$ cat src/sv/keyword_lexer_macros.svh
// Assertion helpers used by the formatter module (kl_back).
`ifndef KEYWORD_LEXER_MACROS_SVH
`define KEYWORD_LEXER_MACROS_SVH

// Plain check, sampled on clk, off during reset.
`define KL_ASSERT(lbl, expr, msg) \
    lbl: assert property (@(posedge clk) disable iff (!rst_n) (expr)) else $error(msg);

// Implication check, sampled on clk, off during reset.
`define KL_ASSERT_IMP(lbl, ante, cons, msg) \
    lbl: assert property (@(posedge clk) disable iff (!rst_n) (ante) |-> (cons)) \
        else $error(msg);

`endif

$ cat src/sv/kl_pkg.sv
// ----------------------------------------------------------------------------
// kl_pkg
// Types, token codes and keyword table of the keyword lexer.
// ----------------------------------------------------------------------------
`timescale 1ns / 1ps

package kl_pkg;

    localparam int unsigned MAX_NAME_CHARS_DEF = 16;
    localparam int unsigned NUMBER_BITS_DEF    = 32;
    localparam int unsigned LINE_BITS_DEF      = 16;
    localparam int unsigned QUEUE_DEPTH        = 2;
    localparam int unsigned KW_COUNT           = 21;

    // token kinds
    localparam logic [5:0] KIND_IDENT    = 6'd0;
    localparam logic [5:0] KIND_NUMBER   = 6'd1;
    localparam logic [5:0] KIND_KW_FIRST = 6'd2;
    localparam logic [5:0] KIND_ASSIGN   = 6'd23;
    localparam logic [5:0] KIND_COLON    = 6'd24;
    localparam logic [5:0] KIND_PLUS     = 6'd25;
    localparam logic [5:0] KIND_MINUS    = 6'd26;
    localparam logic [5:0] KIND_STAR     = 6'd27;
    localparam logic [5:0] KIND_NE       = 6'd28;
    localparam logic [5:0] KIND_LE       = 6'd29;
    localparam logic [5:0] KIND_LT       = 6'd30;
    localparam logic [5:0] KIND_GE       = 6'd31;
    localparam logic [5:0] KIND_GT       = 6'd32;
    localparam logic [5:0] KIND_EQ       = 6'd33;
    localparam logic [5:0] KIND_SEMI     = 6'd34;
    localparam logic [5:0] KIND_DOT      = 6'd35;
    localparam logic [5:0] KIND_COMMA    = 6'd36;
    localparam logic [5:0] KIND_RPAREN   = 6'd37;
    localparam logic [5:0] KIND_LPAREN   = 6'd38;
    localparam logic [5:0] KIND_END      = 6'd39;
    localparam logic [5:0] KIND_ERROR    = 6'd40;

    // error codes
    localparam logic [2:0] ERR_NONE    = 3'd0;
    localparam logic [2:0] ERR_UNKNOWN = 3'd1;
    localparam logic [2:0] ERR_STRAY   = 3'd2;
    localparam logic [2:0] ERR_OPEN    = 3'd3;
    localparam logic [2:0] ERR_BANG    = 3'd4;

    // character codes
    localparam logic [7:0] CH_NEWLINE    = 8'd10;
    localparam logic [7:0] CH_SPACE      = 8'd32;
    localparam logic [7:0] CH_BANG       = 8'd33;
    localparam logic [7:0] CH_LPAREN     = 8'd40;
    localparam logic [7:0] CH_RPAREN     = 8'd41;
    localparam logic [7:0] CH_STAR       = 8'd42;
    localparam logic [7:0] CH_PLUS       = 8'd43;
    localparam logic [7:0] CH_COMMA      = 8'd44;
    localparam logic [7:0] CH_MINUS      = 8'd45;
    localparam logic [7:0] CH_DOT        = 8'd46;
    localparam logic [7:0] CH_ZERO       = 8'd48;
    localparam logic [7:0] CH_NINE       = 8'd57;
    localparam logic [7:0] CH_COLON      = 8'd58;
    localparam logic [7:0] CH_SEMI       = 8'd59;
    localparam logic [7:0] CH_LESS       = 8'd60;
    localparam logic [7:0] CH_EQUAL      = 8'd61;
    localparam logic [7:0] CH_GREATER    = 8'd62;
    localparam logic [7:0] CH_UPPER_A    = 8'd65;
    localparam logic [7:0] CH_UPPER_Z    = 8'd90;
    localparam logic [7:0] CH_UNDERSCORE = 8'd95;
    localparam logic [7:0] CH_LOWER_A    = 8'd97;
    localparam logic [7:0] CH_LOWER_Z    = 8'd122;
    localparam logic [7:0] CH_LBRACE     = 8'd123;
    localparam logic [7:0] CH_RBRACE     = 8'd125;
    localparam logic [7:0] CASE_OFFSET   = 8'd32;

    typedef enum logic [3:0] {
        MODE_IDLE,
        MODE_NUMBER,
        MODE_NAME,
        MODE_COLON,
        MODE_LESS,
        MODE_GREATER,
        MODE_BANG,
        MODE_COMMENT,
        MODE_STOPPED
    } mode_t;

    typedef struct packed {
        logic [7:0] char_code;
        logic       end_of_input;
    } item_t;

    typedef struct packed {
        logic [5:0]  token_kind;
        logic [63:0] text_low;
        logic [63:0] text_high;
        logic [7:0]  text_length;
        logic [31:0] number_value;
        logic        too_long;
        logic [15:0] line_number;
        logic [2:0]  error_code;
        logic        last;
    } token_t;

    // first token of a beat group, full payload
    typedef struct packed {
        logic [5:0]   kind;
        logic         is_name;
        logic [127:0] text;
        logic [7:0]   length;
        logic [31:0]  number;
        logic         too_long;
        logic [15:0]  line;
        logic [2:0]   err;
    } tok_a_t;

    // second token: never a name or a number
    typedef struct packed {
        logic [5:0]  kind;
        logic [15:0] line;
        logic [2:0]  err;
    } tok_b_t;

    typedef struct packed {
        tok_a_t a;
        tok_b_t b;
        logic   two;
    } q_entry_t;

    // string literal is right justified; put first character in the low byte
    function automatic logic [127:0] kw_rev(logic [127:0] s, logic [7:0] len);
        logic [127:0] r;
        r = '0;
        for (int i = 0; i < 16; i++) begin
            if (8'(i) < len) begin
                r[i*8 +: 8] = s[(32'(len) - 1 - i)*8 +: 8];
            end
        end
        return r;
    endfunction

    function automatic logic [7:0] kw_len(int unsigned k);
        case (k)
            0:       return 8'd8;
            1:       return 8'd2;
            2:       return 8'd5;
            3:       return 8'd5;
            4:       return 8'd8;
            5:       return 8'd4;
            6:       return 8'd6;
            7:       return 8'd3;
            8:       return 8'd7;
            9:       return 8'd4;
            10:      return 8'd3;
            11:      return 8'd7;
            12:      return 8'd8;
            13:      return 8'd10;
            14:      return 8'd5;
            15:      return 8'd12;
            16:      return 8'd6;
            17:      return 8'd3;
            18:      return 8'd2;
            19:      return 8'd3;
            20:      return 8'd1;
            default: return 8'd0;
        endcase
    endfunction

    function automatic logic [127:0] kw_text(int unsigned k);
        logic [127:0] s;
        case (k)
            0:       s = 128'("programa");
            1:       s = 128'("se");
            2:       s = 128'("entao");
            3:       s = 128'("senao");
            4:       s = 128'("enquanto");
            5:       s = 128'("faca");
            6:       s = 128'("inicio");
            7:       s = 128'("fim");
            8:       s = 128'("escreva");
            9:       s = 128'("leia");
            10:      s = 128'("var");
            11:      s = 128'("inteiro");
            12:      s = 128'("booleano");
            13:      s = 128'("verdadeiro");
            14:      s = 128'("falso");
            15:      s = 128'("procedimento");
            16:      s = 128'("funcao");
            17:      s = 128'("div");
            18:      s = 128'("ou");
            19:      s = 128'("nao");
            20:      s = 128'("e");
            default: s = '0;
        endcase
        return kw_rev(s, kw_len(k));
    endfunction

endpackage

$ cat src/sv/kl_front.sv
// ----------------------------------------------------------------------------
// kl_front
// Scanner: takes one byte a beat, tracks mode, builds names and numbers.
// ----------------------------------------------------------------------------
`timescale 1ns / 1ps

module kl_front #(
    parameter int unsigned MAX_NAME_CHARS = kl_pkg::MAX_NAME_CHARS_DEF,
    parameter int unsigned NUMBER_BITS    = kl_pkg::NUMBER_BITS_DEF,
    parameter int unsigned LINE_BITS      = kl_pkg::LINE_BITS_DEF
) (
    input  logic             clk,
    input  logic             rst_n,
    input  logic             accept,
    input  kl_pkg::item_t    item,
    output logic             q_push,
    output kl_pkg::q_entry_t q_data
);

    localparam int unsigned NIDX = $clog2(MAX_NAME_CHARS);

    kl_pkg::mode_t mode_reg, mode_next, start_mode;

    logic [7:0]             name_buf_reg [MAX_NAME_CHARS];
    logic [7:0]             name_count_reg, name_count_next;
    logic [NUMBER_BITS-1:0] acc_reg, acc_next;
    logic                   ovf_reg, ovf_next;
    logic [LINE_BITS-1:0]   line_reg, line_next;
    logic [LINE_BITS-1:0]   cline_reg, cline_next;

    logic [7:0] c;
    logic       eoi, is_digit, is_letter, is_alnum;

    assign c         = item.char_code;
    assign eoi       = item.end_of_input;
    assign is_digit  = c inside {[kl_pkg::CH_ZERO:kl_pkg::CH_NINE]};
    assign is_letter = c inside {[kl_pkg::CH_UPPER_A:kl_pkg::CH_UPPER_Z],
                                 [kl_pkg::CH_LOWER_A:kl_pkg::CH_LOWER_Z],
                                 kl_pkg::CH_UNDERSCORE};
    assign is_alnum  = is_letter || is_digit;

    // digit append with saturation
    logic                   dig_from_zero;
    logic [NUMBER_BITS-1:0] dig_base;
    logic [NUMBER_BITS+3:0] dig_sum;
    logic                   dig_ovf;

    assign dig_base = dig_from_zero ? '0 : acc_reg;
    assign dig_sum  = ({4'b0, dig_base} << 3) + ({4'b0, dig_base} << 1)
                    + (NUMBER_BITS+4)'(c - kl_pkg::CH_ZERO);
    assign dig_ovf  = |dig_sum[NUMBER_BITS+3:NUMBER_BITS];

    // name append
    logic       name_from_zero;
    logic [7:0] name_base, lc;

    assign name_base = name_from_zero ? 8'd0 : name_count_reg;
    assign lc = (c inside {[kl_pkg::CH_UPPER_A:kl_pkg::CH_UPPER_Z]})
              ? c + kl_pkg::CASE_OFFSET : c;

    // snapshot of the kept name text, zero past the count
    logic [127:0] snap;
    for (genvar gi = 0; gi < 16; gi++) begin : g_snap
        if (gi < MAX_NAME_CHARS) begin : g_keep
            assign snap[gi*8 +: 8] = (8'(gi) < name_count_reg) ? name_buf_reg[gi] : 8'd0;
        end else begin : g_pad
            assign snap[gi*8 +: 8] = 8'd0;
        end
    end

    logic line_inc;
    logic [LINE_BITS-1:0] line_inc_val;
    assign line_inc_val = (line_reg == '1) ? line_reg : line_reg + 1'b1;

    // mode a fresh character leads to
    always_comb
    begin
        case (c)
            kl_pkg::CH_SPACE, kl_pkg::CH_NEWLINE: start_mode = kl_pkg::MODE_IDLE;
            kl_pkg::CH_LBRACE:  start_mode = kl_pkg::MODE_COMMENT;
            kl_pkg::CH_COLON:   start_mode = kl_pkg::MODE_COLON;
            kl_pkg::CH_LESS:    start_mode = kl_pkg::MODE_LESS;
            kl_pkg::CH_GREATER: start_mode = kl_pkg::MODE_GREATER;
            kl_pkg::CH_BANG:    start_mode = kl_pkg::MODE_BANG;
            kl_pkg::CH_PLUS, kl_pkg::CH_MINUS, kl_pkg::CH_STAR, kl_pkg::CH_EQUAL,
            kl_pkg::CH_SEMI, kl_pkg::CH_DOT, kl_pkg::CH_COMMA, kl_pkg::CH_RPAREN,
            kl_pkg::CH_LPAREN:  start_mode = kl_pkg::MODE_IDLE;
            default:
            begin
                if (is_digit)       start_mode = kl_pkg::MODE_NUMBER;
                else if (is_letter) start_mode = kl_pkg::MODE_NAME;
                else                start_mode = kl_pkg::MODE_STOPPED;
            end
        endcase
    end

    // next state
    always_comb
    begin
        mode_next = mode_reg;
        if (accept && mode_reg != kl_pkg::MODE_STOPPED) begin
            if (eoi) begin
                mode_next = kl_pkg::MODE_STOPPED;
            end else begin
                case (mode_reg)
                    kl_pkg::MODE_COMMENT:
                        if (c == kl_pkg::CH_RBRACE) mode_next = kl_pkg::MODE_IDLE;
                    kl_pkg::MODE_NUMBER:
                        mode_next = is_digit ? kl_pkg::MODE_NUMBER : start_mode;
                    kl_pkg::MODE_NAME:
                        mode_next = is_alnum ? kl_pkg::MODE_NAME : start_mode;
                    kl_pkg::MODE_COLON, kl_pkg::MODE_LESS, kl_pkg::MODE_GREATER:
                        mode_next = (c == kl_pkg::CH_EQUAL) ? kl_pkg::MODE_IDLE : start_mode;
                    kl_pkg::MODE_BANG:
                        mode_next = (c == kl_pkg::CH_EQUAL) ? kl_pkg::MODE_IDLE
                                                            : kl_pkg::MODE_STOPPED;
                    default:
                        mode_next = start_mode;
                endcase
            end
        end
    end

    // tokens and datapath
    logic       pend_v, pend_name, pend_num, run_start, st_v;
    logic [5:0] pend_kind, st_kind;
    logic [2:0] pend_err, st_err;
    logic [LINE_BITS-1:0] pend_line;
    logic       dig_en, name_en;

    always_comb
    begin
        pend_v = 1'b0; pend_name = 1'b0; pend_num = 1'b0;
        pend_kind = kl_pkg::KIND_IDENT; pend_err = kl_pkg::ERR_NONE; pend_line = line_reg;
        run_start = 1'b0; st_v = 1'b0;
        st_kind = kl_pkg::KIND_IDENT; st_err = kl_pkg::ERR_NONE;
        dig_en = 1'b0; dig_from_zero = 1'b0;
        name_en = 1'b0; name_from_zero = 1'b0;
        line_inc = 1'b0;
        cline_next = cline_reg;

        if (accept && mode_reg != kl_pkg::MODE_STOPPED) begin
            if (eoi) begin
                case (mode_reg)
                    kl_pkg::MODE_NUMBER:  begin pend_v = 1'b1; pend_num = 1'b1;
                                                pend_kind = kl_pkg::KIND_NUMBER; end
                    kl_pkg::MODE_NAME:    begin pend_v = 1'b1; pend_name = 1'b1; end
                    kl_pkg::MODE_COLON:   begin pend_v = 1'b1; pend_kind = kl_pkg::KIND_COLON; end
                    kl_pkg::MODE_LESS:    begin pend_v = 1'b1; pend_kind = kl_pkg::KIND_LT; end
                    kl_pkg::MODE_GREATER: begin pend_v = 1'b1; pend_kind = kl_pkg::KIND_GT; end
                    kl_pkg::MODE_BANG:    begin pend_v = 1'b1; pend_kind = kl_pkg::KIND_ERROR;
                                                pend_err = kl_pkg::ERR_BANG; end
                    kl_pkg::MODE_COMMENT: begin pend_v = 1'b1; pend_kind = kl_pkg::KIND_ERROR;
                                                pend_err = kl_pkg::ERR_OPEN;
                                                pend_line = cline_reg; end
                    default: ;
                endcase
                // the end token follows unless an error stopped the scan
                if (pend_kind != kl_pkg::KIND_ERROR) begin
                    st_v = 1'b1; st_kind = kl_pkg::KIND_END;
                end
            end else begin
                case (mode_reg)
                    kl_pkg::MODE_COMMENT:
                        if (c == kl_pkg::CH_NEWLINE) line_inc = 1'b1;
                    kl_pkg::MODE_NUMBER:
                        if (is_digit) dig_en = 1'b1;
                        else begin pend_v = 1'b1; pend_num = 1'b1;
                                   pend_kind = kl_pkg::KIND_NUMBER; run_start = 1'b1; end
                    kl_pkg::MODE_NAME:
                        if (is_alnum) name_en = 1'b1;
                        else begin pend_v = 1'b1; pend_name = 1'b1; run_start = 1'b1; end
                    kl_pkg::MODE_COLON, kl_pkg::MODE_LESS, kl_pkg::MODE_GREATER:
                    begin
                        pend_v = 1'b1;
                        run_start = (c != kl_pkg::CH_EQUAL);
                        case (mode_reg)
                            kl_pkg::MODE_COLON: pend_kind = run_start ? kl_pkg::KIND_COLON
                                                                      : kl_pkg::KIND_ASSIGN;
                            kl_pkg::MODE_LESS:  pend_kind = run_start ? kl_pkg::KIND_LT
                                                                      : kl_pkg::KIND_LE;
                            default:            pend_kind = run_start ? kl_pkg::KIND_GT
                                                                      : kl_pkg::KIND_GE;
                        endcase
                    end
                    kl_pkg::MODE_BANG:
                    begin
                        pend_v = 1'b1;
                        if (c == kl_pkg::CH_EQUAL) pend_kind = kl_pkg::KIND_NE;
                        else begin pend_kind = kl_pkg::KIND_ERROR; pend_err = kl_pkg::ERR_BANG; end
                    end
                    default:
                        run_start = 1'b1;
                endcase

                if (run_start) begin
                    st_v = 1'b1;
                    case (c)
                        kl_pkg::CH_SPACE:   st_v = 1'b0;
                        kl_pkg::CH_NEWLINE: begin st_v = 1'b0; line_inc = 1'b1; end
                        kl_pkg::CH_LBRACE:  begin st_v = 1'b0; cline_next = line_reg; end
                        kl_pkg::CH_RBRACE:  begin st_kind = kl_pkg::KIND_ERROR;
                                                  st_err = kl_pkg::ERR_STRAY; end
                        kl_pkg::CH_COLON, kl_pkg::CH_LESS, kl_pkg::CH_GREATER,
                        kl_pkg::CH_BANG:    st_v = 1'b0;
                        kl_pkg::CH_PLUS:    st_kind = kl_pkg::KIND_PLUS;
                        kl_pkg::CH_MINUS:   st_kind = kl_pkg::KIND_MINUS;
                        kl_pkg::CH_STAR:    st_kind = kl_pkg::KIND_STAR;
                        kl_pkg::CH_EQUAL:   st_kind = kl_pkg::KIND_EQ;
                        kl_pkg::CH_SEMI:    st_kind = kl_pkg::KIND_SEMI;
                        kl_pkg::CH_DOT:     st_kind = kl_pkg::KIND_DOT;
                        kl_pkg::CH_COMMA:   st_kind = kl_pkg::KIND_COMMA;
                        kl_pkg::CH_RPAREN:  st_kind = kl_pkg::KIND_RPAREN;
                        kl_pkg::CH_LPAREN:  st_kind = kl_pkg::KIND_LPAREN;
                        default:
                        begin
                            if (is_digit) begin
                                st_v = 1'b0; dig_en = 1'b1; dig_from_zero = 1'b1;
                            end else if (is_letter) begin
                                st_v = 1'b0; name_en = 1'b1; name_from_zero = 1'b1;
                            end else begin
                                st_kind = kl_pkg::KIND_ERROR; st_err = kl_pkg::ERR_UNKNOWN;
                            end
                        end
                    endcase
                end
            end
        end

        acc_next = acc_reg;
        ovf_next = ovf_reg;
        if (dig_en) begin
            acc_next = dig_ovf ? '1 : dig_sum[NUMBER_BITS-1:0];
            ovf_next = (dig_from_zero ? 1'b0 : ovf_reg) | dig_ovf;
        end
        name_count_next = name_count_reg;
        if (name_en) begin
            name_count_next = (name_base == 8'hFF) ? name_base : name_base + 8'd1;
        end
        line_next = line_inc ? line_inc_val : line_reg;
    end

    // queue entry: pending token first, then the fresh one
    always_comb
    begin
        q_data = '0;
        q_push = pend_v || st_v;
        q_data.two = pend_v && st_v;
        if (pend_v) begin
            q_data.a.kind    = pend_kind;
            q_data.a.is_name = pend_name;
            q_data.a.line    = 16'(pend_line);
            q_data.a.err     = pend_err;
            if (pend_name) begin
                q_data.a.text     = snap;
                q_data.a.length   = name_count_reg;
                q_data.a.too_long = name_count_reg > 8'(MAX_NAME_CHARS);
            end
            if (pend_num) begin
                q_data.a.number   = 32'(acc_reg);
                q_data.a.too_long = ovf_reg;
            end
            q_data.b.kind = st_kind;
            q_data.b.line = 16'(line_reg);
            q_data.b.err  = st_err;
        end else begin
            q_data.a.kind = st_kind;
            q_data.a.line = 16'(line_reg);
            q_data.a.err  = st_err;
        end
    end

    always_ff @(posedge clk or negedge rst_n)
    begin
        if (!rst_n) begin
            mode_reg       <= kl_pkg::MODE_IDLE;
            name_count_reg <= 8'd0;
            acc_reg        <= '0;
            ovf_reg        <= 1'b0;
            line_reg       <= LINE_BITS'(1);
            cline_reg      <= '0;
        end else begin
            mode_reg       <= mode_next;
            name_count_reg <= name_count_next;
            acc_reg        <= acc_next;
            ovf_reg        <= ovf_next;
            line_reg       <= line_next;
            cline_reg      <= cline_next;
        end
    end

    always_ff @(posedge clk)
    begin
        if (name_en && name_base < 8'(MAX_NAME_CHARS)) begin
            name_buf_reg[name_base[NIDX-1:0]] <= lc;
        end
    end

endmodule

$ cat src/sv/kl_queue.sv
// ----------------------------------------------------------------------------
// kl_queue
// Short queue of token groups between scanner and formatter.
// ----------------------------------------------------------------------------
`timescale 1ns / 1ps

module kl_queue (
    input  logic             clk,
    input  logic             rst_n,
    input  logic             push,
    input  kl_pkg::q_entry_t wr_data,
    input  logic             pop,
    output logic             full,
    output logic             empty,
    output kl_pkg::q_entry_t rd_data
);

    localparam int unsigned PW = $clog2(kl_pkg::QUEUE_DEPTH);
    localparam int unsigned CW = $clog2(kl_pkg::QUEUE_DEPTH + 1);

    kl_pkg::q_entry_t mem_reg [kl_pkg::QUEUE_DEPTH];
    logic [PW-1:0] wr_ptr_reg, rd_ptr_reg;
    logic [CW-1:0] count_reg;

    assign full    = count_reg == CW'(kl_pkg::QUEUE_DEPTH);
    assign empty   = count_reg == '0;
    assign rd_data = mem_reg[rd_ptr_reg];

    always_ff @(posedge clk or negedge rst_n)
    begin
        if (!rst_n) begin
            wr_ptr_reg <= '0;
            rd_ptr_reg <= '0;
            count_reg  <= '0;
        end else begin
            if (push) wr_ptr_reg <= (wr_ptr_reg == PW'(kl_pkg::QUEUE_DEPTH - 1))
                                    ? '0 : wr_ptr_reg + 1'b1;
            if (pop)  rd_ptr_reg <= (rd_ptr_reg == PW'(kl_pkg::QUEUE_DEPTH - 1))
                                    ? '0 : rd_ptr_reg + 1'b1;
            count_reg <= count_reg + CW'(push) - CW'(pop);
        end
    end

    always_ff @(posedge clk)
    begin
        if (push) mem_reg[wr_ptr_reg] <= wr_data;
    end

endmodule

$ cat src/sv/kl_back.sv
// ----------------------------------------------------------------------------
// kl_back
// Formatter: resolves keywords and hands out one token a beat.
// ----------------------------------------------------------------------------
`timescale 1ns / 1ps

`include "keyword_lexer_macros.svh"

module kl_back #(
    parameter int unsigned MAX_NAME_CHARS = kl_pkg::MAX_NAME_CHARS_DEF
) (
    input  logic             clk,
    input  logic             rst_n,
    input  logic             q_empty,
    input  kl_pkg::q_entry_t q_data,
    output logic             q_pop,
    input  logic             pop,
    output logic             empty,
    output kl_pkg::token_t   token
);

    logic           out_valid_reg;
    kl_pkg::token_t out_reg, out_next;
    logic           phase_reg;
    logic           advance;
    logic [5:0]     name_kind;

    assign advance = !out_valid_reg || pop;
    assign q_pop   = advance && !q_empty && (phase_reg || !q_data.two);
    assign empty   = !out_valid_reg;
    assign token   = out_reg;

    // keyword lookup; over-long names never match
    always_comb
    begin
        name_kind = kl_pkg::KIND_IDENT;
        if (q_data.a.length <= 8'(MAX_NAME_CHARS)) begin
            for (int k = kl_pkg::KW_COUNT - 1; k >= 0; k--) begin
                if (q_data.a.text == kl_pkg::kw_text(k) &&
                    q_data.a.length == kl_pkg::kw_len(k)) begin
                    name_kind = kl_pkg::KIND_KW_FIRST + 6'(k);
                end
            end
        end
    end

    always_comb
    begin
        out_next = '0;
        if (phase_reg) begin
            out_next.token_kind  = q_data.b.kind;
            out_next.line_number = q_data.b.line;
            out_next.error_code  = q_data.b.err;
            out_next.last        = 1'b1;
        end else begin
            out_next.token_kind   = q_data.a.is_name ? name_kind : q_data.a.kind;
            out_next.text_low     = q_data.a.text[63:0];
            out_next.text_high    = q_data.a.text[127:64];
            out_next.text_length  = q_data.a.length;
            out_next.number_value = q_data.a.number;
            out_next.too_long     = q_data.a.too_long;
            out_next.line_number  = q_data.a.line;
            out_next.error_code   = q_data.a.err;
            out_next.last         = !q_data.two;
        end
    end

    always_ff @(posedge clk or negedge rst_n)
    begin
        if (!rst_n) begin
            out_valid_reg <= 1'b0;
            phase_reg     <= 1'b0;
        end else if (advance) begin
            out_valid_reg <= !q_empty;
            if (!q_empty) phase_reg <= !phase_reg && q_data.two;
        end
    end

    always_ff @(posedge clk)
    begin
        if (advance && !q_empty) out_reg <= out_next;
    end

    `KL_ASSERT_IMP(a_phase_has_entry, phase_reg, !q_empty, "second token with empty queue")
    `KL_ASSERT_IMP(a_phase_two, phase_reg, q_data.two, "second token of single group")
    `KL_ASSERT(a_not_last_pending, !(out_valid_reg && !out_reg.last && !phase_reg),
               "first of two shown without second pending")

endmodule

$ cat src/sv/keyword_lexer.sv
// ----------------------------------------------------------------------------
// keyword_lexer
// Byte-serial lexical analyzer with keyword matching, queue interface.
// ----------------------------------------------------------------------------
// One source byte goes in per push beat; each byte yields zero, one or two
// token beats on the result side. Throughput: a byte that makes at most one
// token is taken every cycle while the queue has room; one that makes two (a
// name, number or : < > ended by another token, or a pending token plus the
// end token) holds the formatter for both; it hands out one token per cycle
// while pop is high. A byte's first token is queued at the accepting edge,
// then registered in the formatter's output. Scanner and formatter have a
// two-group queue between them, so the scanner keeps taking bytes while the
// formatter waits on pop, until the queue is full. After an error token or
// the end token the block ignores all input until rst_n is asserted.
`timescale 1ns / 1ps

module keyword_lexer #(
    parameter int unsigned MAX_NAME_CHARS = kl_pkg::MAX_NAME_CHARS_DEF,
    parameter int unsigned NUMBER_BITS    = kl_pkg::NUMBER_BITS_DEF,
    parameter int unsigned LINE_BITS      = kl_pkg::LINE_BITS_DEF
) (
    input  logic           clk,
    input  logic           rst_n,
    input  logic           push,
    output logic           full,
    input  kl_pkg::item_t  item,
    output logic           empty,
    input  logic           pop,
    output kl_pkg::token_t token
);

    logic             q_full, q_empty, q_push, q_pop, accept;
    kl_pkg::q_entry_t q_wr, q_rd;

    // input beat is taken whenever the queue has room for another group
    assign full   = q_full;
    assign accept = push && !q_full;

    kl_front #(
        .MAX_NAME_CHARS(MAX_NAME_CHARS),
        .NUMBER_BITS   (NUMBER_BITS),
        .LINE_BITS     (LINE_BITS)
    ) u_front (
        .clk   (clk),
        .rst_n (rst_n),
        .accept(accept),
        .item  (item),
        .q_push(q_push),
        .q_data(q_wr)
    );

    kl_queue u_queue (
        .clk    (clk),
        .rst_n  (rst_n),
        .push   (q_push),
        .wr_data(q_wr),
        .pop    (q_pop),
        .full   (q_full),
        .empty  (q_empty),
        .rd_data(q_rd)
    );

    kl_back #(
        .MAX_NAME_CHARS(MAX_NAME_CHARS)
    ) u_back (
        .clk    (clk),
        .rst_n  (rst_n),
        .q_empty(q_empty),
        .q_data (q_rd),
        .q_pop  (q_pop),
        .pop    (pop),
        .empty  (empty),
        .token  (token)
    );

endmodule
$ cat config.mk
export PLATFORM = sky130hd
export DESIGN_NAME = keyword_lexer
export DESIGN_NICKNAME = d
export VERILOG_FILES = /design/src/sv/kl_pkg.sv /design/src/sv/kl_front.sv /design/src/sv/kl_queue.sv /design/src/sv/kl_back.sv /design/src/sv/keyword_lexer.sv
export VERILOG_INCLUDE_DIRS = /design/src /design/src/sv
export SDC_FILE = /design/constraint.sdc
export NUM_CORES = 1
export LEC_CHECK = 0
export BUFFER_PORTS_ARGS = -buffer_cell sky130_fd_sc_hd__buf_2
export CAP_MARGIN = 20
export CORE_AREA = 2 2 295 297
export CTS_CLUSTER_SIZE = 10
export DETAILED_ROUTE_END_ITERATION = 6
export DIE_AREA = 0 0 297 299
export PLACE_DENSITY_LB_ADDON = 0.25
export SYNTH_ARGS = -nofsm -noshare
export SYNTH_HDL_FRONTEND = slang
export SYNTH_SLANG_ARGS = --single-unit
$ cat constraint.sdc
create_clock -name clk -period 14.2 [get_ports clk]
set_input_delay 2.84 -clock clk [delete_from_list [all_inputs] [get_ports clk]]
set_output_delay 2.84 -clock clk [all_outputs]
set_load 0.02 [all_outputs]
; ---- Word-level counts from Yosys, hierarchy flattened
; Memories as Yosys holds them, arrays and structs flattened.
; Index checks and enable logic that the tools add are counted.
; Widths: inputs -> output; s select.
[classes]
n_addsub = 170
magnitude_cmp = 185
eq_ne = 63
shifts = 336
muxes = 861
bitwise_logic = 4
reduce_logical = 56
[op_table]
columns = op, n
row1 = $shiftx 128x33->8, 336
row2 = $mux 8, 701
row3 = $eq 128x128->1, 21
row4 = $mux 128, 21
row5 = $sub 29x4->29 const B, 61
row6 = $sub 29x3->29 const B, 32
row7 = $lt 4x8->1 const A, 88
row8 = $sub 29x2->29 const B, 15
row9 = $lt 3x8->1 const A, 44
row10 = $sub 9x5->10 const B, 19
row11 = $lt 1x8->1 const A, 22
row12 = $lt 2x8->1 const A, 22
row13 = $sub 29x1->29 const B, 6
row14 = $mux 170, 1
row15 = $mux 136, 1
row16 = $eq 8x6->1 const B, 14
row17 = $mux 5, 22
row18 = $mux 6, 15
row19 = $sub 8x1->9 const B, 10
row20 = $eq 8x8->1, 10
row21 = $sub 9x4->10 const B, 8
row22 = $pmux 6 s11, 1
row23 = $mux 32, 2
row24 = $mux 1, 62
row25 = 64 further kinds, 141
[word_totals]
ff_bits = 278
ramBits = 570
in_bits = 13
out_inout_bits = 197
elab_cells = 1697
n_memories = 2
[memory_table]
columns = memory, words, word_bits, read_ports, rd_clocked_by_memory_dff, wr, line_no
row1 = u_queue.mem_reg, 2, 221, 1, 0, 1, kl_queue.sv:21  ; kl_pkg::q_entry_t mem_reg [kl_pkg::QUEUE_DEPTH];
row2 = u_front.name_buf_reg, 16, 8, 16, 0, 1, kl_front.sv:24  ; logic [7:0] name_buf_reg [MAX_NAME_CHARS];

; ---- Depth between registers and ports, before layout
; Gate-level depths: netlist of the first run.
; An unclocked memory read counts as a cell.
[logic_depth]
depth_word = 34
mapped_depth = 25
ltp_nobuf = 21

; ---- Cells and area by module
; A second synthesis of the first run with hierarchy kept.
[hier_totals]
hier_cells = 2755
hier_area_um2 = 39364.0
[modules_own_cells]
columns = module, instances, cells_per_inst, area_each_um2, seq_area_each_um2
row1 = kl_queue, 1, 703, 16936.2, 13372.8
row2 = kl_front, 1, 1313, 13078.8, 5771.8
row3 = kl_back, 1, 738, 9335.2, 5905.7
row4 = keyword_lexer, 1, 1, 13.8, 0.0

; ---- Least setup slack after synthesis of the first run
; Ideal clock, no wire load.
[synth_timing]
path_kind = input-to-reg
startpoint = input item[4] in the netlist's numbering
endpoint = memory u_queue.mem_reg[0][0] in the netlist's numbering (enable)
setup_ps = 875
t_arrival_ps = 15226
required_time_ps = 13325
path_slack_ps = -1901
path_stages = 11
n_path_buf = 3
path_cell_list = buf_2 and2_1 clkbuf_1 a32o_1 a222oi_1 or2_1 and2_1 nand2_1 a31o_2 clkbuf_1 a21oi_1
[synth_via]
elab_chain_len = 14
elab_cells_between_ends = 49
classes_between = order compare (6) / eq/ne (19) / mux (16) / reduce/logical (8)
[synth_rtl]
columns = item, line_no
row1 = from (decl), keyword_lexer.sv:26  ; input kl_pkg::item_t item,
row2 = $ge 8x7->1 or $le 8x7->1 (tied branches), kl_front.sv:37  ; assign is_letter = c inside {[kl_pkg::CH_UPPER_A:kl_pkg::CH_UPPER_Z],
row3 = $logic_and 1x1->1, kl_front.sv:37
row4 = $reduce_bool 3->1, kl_front.sv:37
row5 = $logic_or 1x1->1, kl_front.sv:40  ; assign is_alnum = is_letter || is_digit;
row6 = $mux 1, kl_front.sv:171  ; if (is_alnum) name_en = 1'b1;
row7 = $pmux 1 s4, kl_front.sv:163  ; case (mode_reg)
row8 = $mux 1, kl_front.sv:143  ; if (eoi) begin
row9 = $mux 1, kl_front.sv:142  ; if (accept && mode_reg != kl_pkg::MODE_STOPPED) begin
row10 = $mux 1, kl_front.sv:196  ; if (run_start) begin
row11 = $mux 1, kl_front.sv:143
row12 = $mux 1, kl_front.sv:142
row13 = $logic_or 1x1->1 (*), kl_front.sv:247  ; q_push = pend_v || st_v;
row14 = $mux 1 (*), kl_queue.sv:46  ; if (push) mem_reg[wr_ptr_reg] <= wr_data;
row15 = $mux 1 (not written as such) (*), kl_queue.sv:46
row16 = to (decl), kl_queue.sv:21
; Every way passes the cells marked *; elsewhere a longest branch is shown, timed or not. The select of a mux whose other input is x is not followed.

; ---- Worst setup path in the final report of the first run
[layout_timing]
startpoint = input item[5] in the netlist's numbering
endpoint = register u_front.acc_reg[19]
[layout_via]
elab_chain_len = 16
elab_cells_between_ends = 53
classes_between = add/sub (3) / order compare (6) / eq/ne (19) / mux (18) / reduce/logical (7)
[layout_rtl]
columns = item, line_no
row1 = $ge 8x7->1 or $le 8x7->1 (tied branches), kl_front.sv:37
row2 = $logic_and 1x1->1, kl_front.sv:37
row3 = $reduce_bool 3->1, kl_front.sv:37
row4 = $logic_or 1x1->1, kl_front.sv:40
row5 = $mux 1, kl_front.sv:171
row6 = $pmux 1 s4, kl_front.sv:163
row7 = $mux 1, kl_front.sv:143
row8 = $mux 1, kl_front.sv:142
row9 = $mux 1, kl_front.sv:196
row10 = $mux 1, kl_front.sv:143
row11 = $mux 1, kl_front.sv:142
row12 = $mux 32, kl_front.sv:48  ; assign dig_base = dig_from_zero ? '0 : acc_reg;
row13 = $add 35x33->36, kl_front.sv:49  ; assign dig_sum = ({4'b0, dig_base} << 3) + ({4'b0, dig_base} << 1)
row14 = $add 36x36->36, kl_front.sv:50  ; + (NUMBER_BITS+4)'(c - kl_pkg::CH_ZERO);
row15 = $reduce_or 4->1, kl_front.sv:51  ; assign dig_ovf = |dig_sum[NUMBER_BITS+3:NUMBER_BITS];
row16 = $mux 32, kl_front.sv:233  ; acc_next = dig_ovf ? '1 : dig_sum[NUMBER_BITS-1:0];
row17 = to (signal assigned), kl_front.sv:285  ; acc_reg <= acc_next;
row18 = to (decl), kl_front.sv:26  ; logic [NUMBER_BITS-1:0] acc_reg, acc_next;
; Several ways; a longest one is shown, not always the timed one. The select of a mux whose other input is x is not followed.
; A chain may end at the register's enable or synchronous reset.

==> run summary, run 1 <==
WP data arrival - 10.53 ns
Pre-antenna DRT Iters - 5
Crit. End Element - register
Multi-input gate area - 12500 sq um
Root Driver - clkbuf_16
Vias - 23742
cell total after placement - 4108
Worst IR Drop VDD - 120 uV
pwr dens - 202 nW/um^2
Setup TNS - 0 ns
ys flop type - edfxtp_1
die width - 297 um
Max clock buf depth - 3
fillers - 7484
die area - 88800 sq um
Seq/Total Area, Yosys - 0.653
Synth-to-Final Area Change - 13.4%
# IOs - 210
Final ANT Viol Nets - 0
critical path startpoint - item[5]
final non-filler cell total - 4271
Post-CTS Setup Repair Bufs - 0
run status - finished, final reports clean
Clock transition at path regs - 0.05 ns
Util after Layout - 0.505
number of synthesized flops with an enable pin - 763
YS warnings - 0
library cells used by synthesis - 102
Num CTS Buffers - 97
hold_sp - u_front.cline_reg[12]
CTS tree - done
post-route cell area - 43400 sq um
RSZ-0062 raised after global routing - false
max reg flops - 440
DRC viols - 0
GRT Residual Overflow - 0
routability congestion estimate - 0.930
worst clock skew - 0.0250 ns
Worst EP required - 14.69 ns
vias in the first global route - 24302
final net count - 3148
worst r2r src - u_front.mode_reg[3]
Syn Nets - 2928
Worst-Margin Slew - 1.19 ns
Clock Latency Late Sink - 0.66 ns
GRT Util Overall - 0.214
final setup vio count - 0
Static Leak - 16.1 nW
Mapped Avg Cell Area - 13.5 sq um
# rows - 108
Crit Path Max Fanout - 33
clk sinks - 846
Cell Area, Placed - 40600 sq um
share of cells above drive strength 1 - 0.148
IO Port Bufs - 209
fin crit period - 10.04 ns
H-tree levels - 3
Initial Utilization - 0.445
initial antenna violation count - 6
fin. max-slew vios - 0
first-pass GRT wire length - 146 mm
Worst slew margin - 0.209
Core Region - 85900 sq um
WS Path Type - in -> reg
maximum capacitance violations - 0
worst hold path type - reg -> reg
fmax - 0.0996 GHz
Register Area - 25000 sq um
DR WL/cell - 22.4 um
First DRT Iteration DRCs - 1702
CTS Hold Bufs - 0
DP Wirelength - 65.6 mm
Post-Synthesis Cells - 2832
Seq cells post-synth - 846
Routed WL - 95.8 mm
Vias/cell - 5.56
final hold viol count - 0
startpoint types - primary input
fin crit share - 0.707
CTS-repair resized insts - 0
mapped cell area - 38300 sq um
largest net degree at the start of global routing - 168
async set-reset flop share out of synthesis - 0.0981
Die H - 299 um
-- layout by cell type (no fill, tap or decap), types with 28 or more instances in the layout --
cell	netlist	layout
buf_4	4	32
nand2_1	134	134
nand3_1	45	45
nand4_1	35	35
nor3_1	52	52
ha_1	52	52
dfrtp_1	82	80
a31oi_1	35	34
edfxtp_1	763	763
a21oi_1	103	100
nor4_1	48	47
mux2i_1	168	168
inv_1	70	70
clkbuf_1	64	52
fa_1	31	31
and2_1	231	230
clkbuf_16	0	97
xnor2_1	28	28
mux2_2	35	35
nor2_1	306	306
buf_2	44	208
o21ai_0	62	62
-- critical path, cell delays in order --
cell and delay (ns):
buf_2 0.08, buf_4 0.36, ha_1 0.45, nor3b_1 0.75, a311o_1 0.32, nand3_1 0.08, o21ai_1 0.67, nor2_1 0.21
nand3_1 0.17, buf_4 0.33, nand2_1 0.16, inv_1 0.10, fa_1 0.46, fa_1 0.50, a211oi_1 0.38, o21a_1 0.25
o311ai_0 0.23, a21o_1 0.28, a41oi_1 0.33, a21oi_1 0.13, xor2_1 0.18, nor4_4 0.65, buf_4 0.40, a31oi_1 0.14
-- metal layers --
metal	global-route usage	up-vias	routed length, um
met5	0	-	64
met4	0.0628	10	2400
met1	0.274	11821	40200
met2	0.373	666	47900
met3	0.0367	162	5180
li1	-	11083	-
-- stage by stage --
stage | hold WS [ns] | worst slack (ns) | total power, W
after global routing | 0.508 | 3.57 | 0.00921
after CTS | 0.487 | 4.23 | 0.00885
after global placement | 0.464 | 3.94 | 0.00651
final | 0.483 | 4.16 | 0.00875
after detailed placement | 0.473 | 3.51 | 0.00657
after floorplan | 0.450 | 0.466 | 0.00576
-- cells in the mapped netlist, drive strengths merged (35+ instances only) --
library cell,number,area [sq um]
a21oi,108,559
a31oi,36,231
and2,232,1450
buf,57,314
clkbuf,64,240
dfrtp,82,2050
edfxtp,763,22900
ha,52,651
inv,70,263
mux2,41,462
mux2i,168,1680
nand2,135,509
nand3,47,245
nand4,35,219
nor2,310,1170
nor3,54,287
nor4,52,359
o21ai,69,353
-- final timing paths --
kind                                         endpoint  slack (ns)  depth (start not counted)
worst min-delay path            u_front.cline_reg[12]        0.48                          2
worst min register to register  u_front.cline_reg[12]        0.48                          2
worst max register to register    u_front.acc_reg[19]        6.86                         21
max in group asynchronous         u_front.acc_reg[20]       10.90                          2
min in group asynchronous        u_front.cline_reg[5]        2.08                          1
worst max-delay path              u_front.acc_reg[19]        4.16                         24
-- cells by family (layout without fill, tap and decap cells) --
| kind of cell | count (synthesis) | in the layout | share of synthesized area |
|---|---|---|---|
| AO/OA/AOI/OAI | 380 | 380 | 0.0660 |
| XOR/XNOR | 50 | 50 | 0.0114 |
| adder cells (fa/ha/maj) | 83 | 83 | 0.0332 |
| buffers and inverters | 191 | 474 | 0.0213 |
| flip-flops | 846 | 846 | 0.653 |
| multiplexers | 227 | 227 | 0.0666 |
| other | 0 | 1 | 0 |
| AND/OR/NAND/NOR | 1055 | 1055 | 0.149 |
-- layout make-up --
| cell class | count | share of cell area |
|---|---|---|
| sequential | 846 | 0.576 |
| multi-input combinational | 1795 | 0.289 |
| clock buffer | 150 | 0.0607 |
| tap | 1155 | 0.0333 |
| timing repair buffer | 242 | 0.0304 |
| inverter | 70 | 0.00605 |
| clock inverter | 12 | 0.00467 |
| antenna | 1 | 0.0000577 |
-- where the power goes --
part	leakage (nW)	switching, W	internal (W)	total [W]
Combinational	6.40	0.00183	0.000873	0.00270
Clock	1.35	0.000957	0.00131	0.00227
Sequential	8.33	0.000301	0.00348	0.00378
Total	16.1	0.00309	0.00566	0.00875
Note: power is estimated with default switching activity, not from simulation.
==> inputs of run 2 (changes only) <==
==> constraint.sdc (replaced) <==
create_clock -name clk -period 9.1 [get_ports clk]
set_input_delay 1.82 -clock clk [delete_from_list [all_inputs] [get_ports clk]]
set_output_delay 1.82 -clock clk [all_outputs]
set_load 0.02 [all_outputs]
==> run summary, run 2 (synthesis results as in run 1) <==
WP buf/inv - 5 (unchanged)
Routed WL - 94.7 mm (-1.1%)
Root Driver - clkbuf_16
WHS - 0.485 ns (+0.00204 ns)
share of cells above drive strength 1 - 0.152 (+0.00353)
RSZ-0062 raised after global routing - false
run status - finished, final reports clean
CTS tree - done
fin crit period - 7.59 ns
first-pass GRT wire length - 145 mm (-1.1%)
# IOs - 210 (unchanged)
worst clock skew - 0.0424 ns (+0.0175 ns)
Static Leak - 16.2 nW (+0.45%)
largest net degree at the start of global routing - 135 (-20%)
Clock Latency Late Sink - 0.69 ns (+0.03 ns)
Levels on crit path - 23 (-4.2%)
Vias - 23952 (+0.88%)
# rows - 108 (unchanged)
final hold viol count - 0 (unchanged)
CTS-repair resized insts - 0 (unchanged)
fin. max-slew vios - 0 (unchanged)
Die H - 299 um (unchanged)
fin crit share - 0.834
most common cell after layout, fill and taps aside - edfxtp_1
DR WL/cell - 22.2 um (-1.1%)
Cell Area, Placed - 40700 sq um (+0.23%)
max reg flops - 440 (unchanged)
Final ANT Viol Nets - 0 (unchanged)
routability congestion estimate - 0.902 (-3.0%)
final setup vio count - 0 (unchanged)
vias in the first global route - 24148 (-0.63%)
CTS Hold Bufs - 0 (unchanged)
Synth-to-Final Area Change - 13.6%
final net count - 3158 (+0.32%)
fmax - 0.132 GHz
critical-path cell list - buf_2 > inv_1 > ha_1 > nor3b_1 > a31oi_1 > o311ai_0 > a211oi_1 > nand3_1 > buf_4 > nand2_1 > fa_1 > inv_1 > ha_1 > o21ai_0 > o21a_1 > o311ai_0 > a21o_1 > a41oi_1 > a21oi_1 > xor2_1 > nor4_4 > buf_4 > a31oi_1
clk sinks - 846 (unchanged)
pwr dens - 312 nW/um^2 (+55%)
DP Wirelength - 65.4 mm (-0.37%)
GRT Util Overall - 0.211 (-0.00344)
startpoint types - primary input
DRC viols - 0 (unchanged)
CP peak stage delay - 0.69 ns (-0.06 ns)
Worst-Margin Slew - 0.984 ns (-0.202 ns)
initial antenna violation count - 6 (unchanged)
CP top delay family - compound AO/OA/AOI/OAI gates
worst r2r src - u_front.mode_reg[1]
ANT cells - 0 (-1)
post-route cell area - 43500 sq um (+0.17%)
WS Path Type - in -> reg
Worst slew margin - 0.344 (+0.134)
Total Power - 0.0136 W (+55%)
commonest cells after routing, fill and taps aside - edfxtp_1 (763), nor2_1 (306), and2_1 (230)
Pre-antenna DRT Iters - 7 (+2)
cell count of the worst reg-to-reg path - 20 (-4.8%)
cell total after placement - 4116 (+0.19%)
Core Region - 85900 sq um (unchanged)
critical path startpoint - item[5]
H-tree levels - 3 (unchanged)
WP data arrival - 8.10 ns (-2.43 ns)
Crit Path Max Fanout - 29 (-12%)
maximum capacitance violations - 0 (unchanged)
final non-filler cell total - 4270 (-0.023%)
Worst EP required - 9.61 ns (-5.08 ns)
Num CTS Buffers - 97 (unchanged)
worst r2r dst - u_front.acc_reg[0]
GRT Residual Overflow - 0 (unchanged)
worst hold path type - reg -> reg
Vias/cell - 5.61 (+0.91%)
Clock transition at path regs - 0.06 ns (about the same)
Post-CTS Setup Repair Bufs - 0 (unchanged)
worst setup path endpoint - u_front.acc_reg[0]
flop-to-flop setup slack - 2.89 ns (-3.97 ns)
die area - 88800 sq um (unchanged)
Crit. End Element - register
Worst IR Drop VDD - 205 uV (+71%)
Max clock buf depth - 3 (unchanged)
IO Port Bufs - 209 (unchanged)
die width - 297 um (unchanged)
Setup TNS - 0 ns (unchanged)
Initial Utilization - 0.445 (unchanged)
First DRT Iteration DRCs - 1835 (+7.8%)
crit path max-delay cell type - o311ai_0
[run 2: worst min-delay path by stage]
stage / start / end / slack [ns] / cells past startpoint
global placement: u_front.cline_reg[12] / u_front.cline_reg[12] / 0.46 / 2
floorplan: u_front.cline_reg[12] / u_front.cline_reg[12] / 0.45 / 2
detailed placement: u_front.cline_reg[12] / u_front.cline_reg[12] / 0.47 / 2
finish: u_front.cline_reg[12] / u_front.cline_reg[12] / 0.49 / 2
global route: u_front.cline_reg[12] / u_front.cline_reg[12] / 0.51 / 2
CTS: u_front.cline_reg[12] / u_front.cline_reg[12] / 0.49 / 2
[run 2: metal layers]
metal / part of all wire / routed length, um / up-vias / track usage
li1: - / - / 11089 / -
met5: 0.00055 / 52 / - / 0
met4: 0.028 / 2610 / 8 / 0.0714
met2: 0.50 / 47300 / 680 / 0.365
met1: 0.43 / 40400 / 12012 / 0.274
met3: 0.046 / 4360 / 163 / 0.0279
[run 2: final cells by class]
cell class	instances	area, sq um
timing repair buffer	252	1430
fill	7482	42500
multi-input combinational	1795	12500
sequential	846	25000
inverter	70	263
clock buffer	139	2610
clock inverter	13	200
tap	1155	1450
[run 2: where the power goes]
part	switching [W]	internal [W]	total [W]
combinational	0.00280	0.00138	0.00418
clock	0.00150	0.00198	0.00348
sequential	0.000487	0.00543	0.00591
[run 2: through the flow]
step | util | setup WS, ns
floorplan | - | 0.904
global placement | 0.473 | 1.03
detailed placement | 0.473 | 0.868
CTS | 0.506 | 1.56
global route | 0.506 | 0.978
finish | 0.506 | 1.51
[run 2: worst reg2reg max path, stage by stage (launching register included)]
cell and delay, ns:
dfrtp_1 0.62, nor4b_1 0.80, nor2_1 0.11, o211ai_1 0.19, o21ai_1 0.12, nor2_1 0.24, nand3_1 0.23, nand2_1 0.20
inv_1 0.09, fa_1 0.52, fa_1 0.50, a211oi_1 0.35, o21a_1 0.23, o311ai_0 0.23, a21o_1 0.29, a41oi_1 0.30
a21oi_1 0.13, xor2_1 0.18, nor4_4 0.29, buf_4 0.31, a31oi_1 0.15
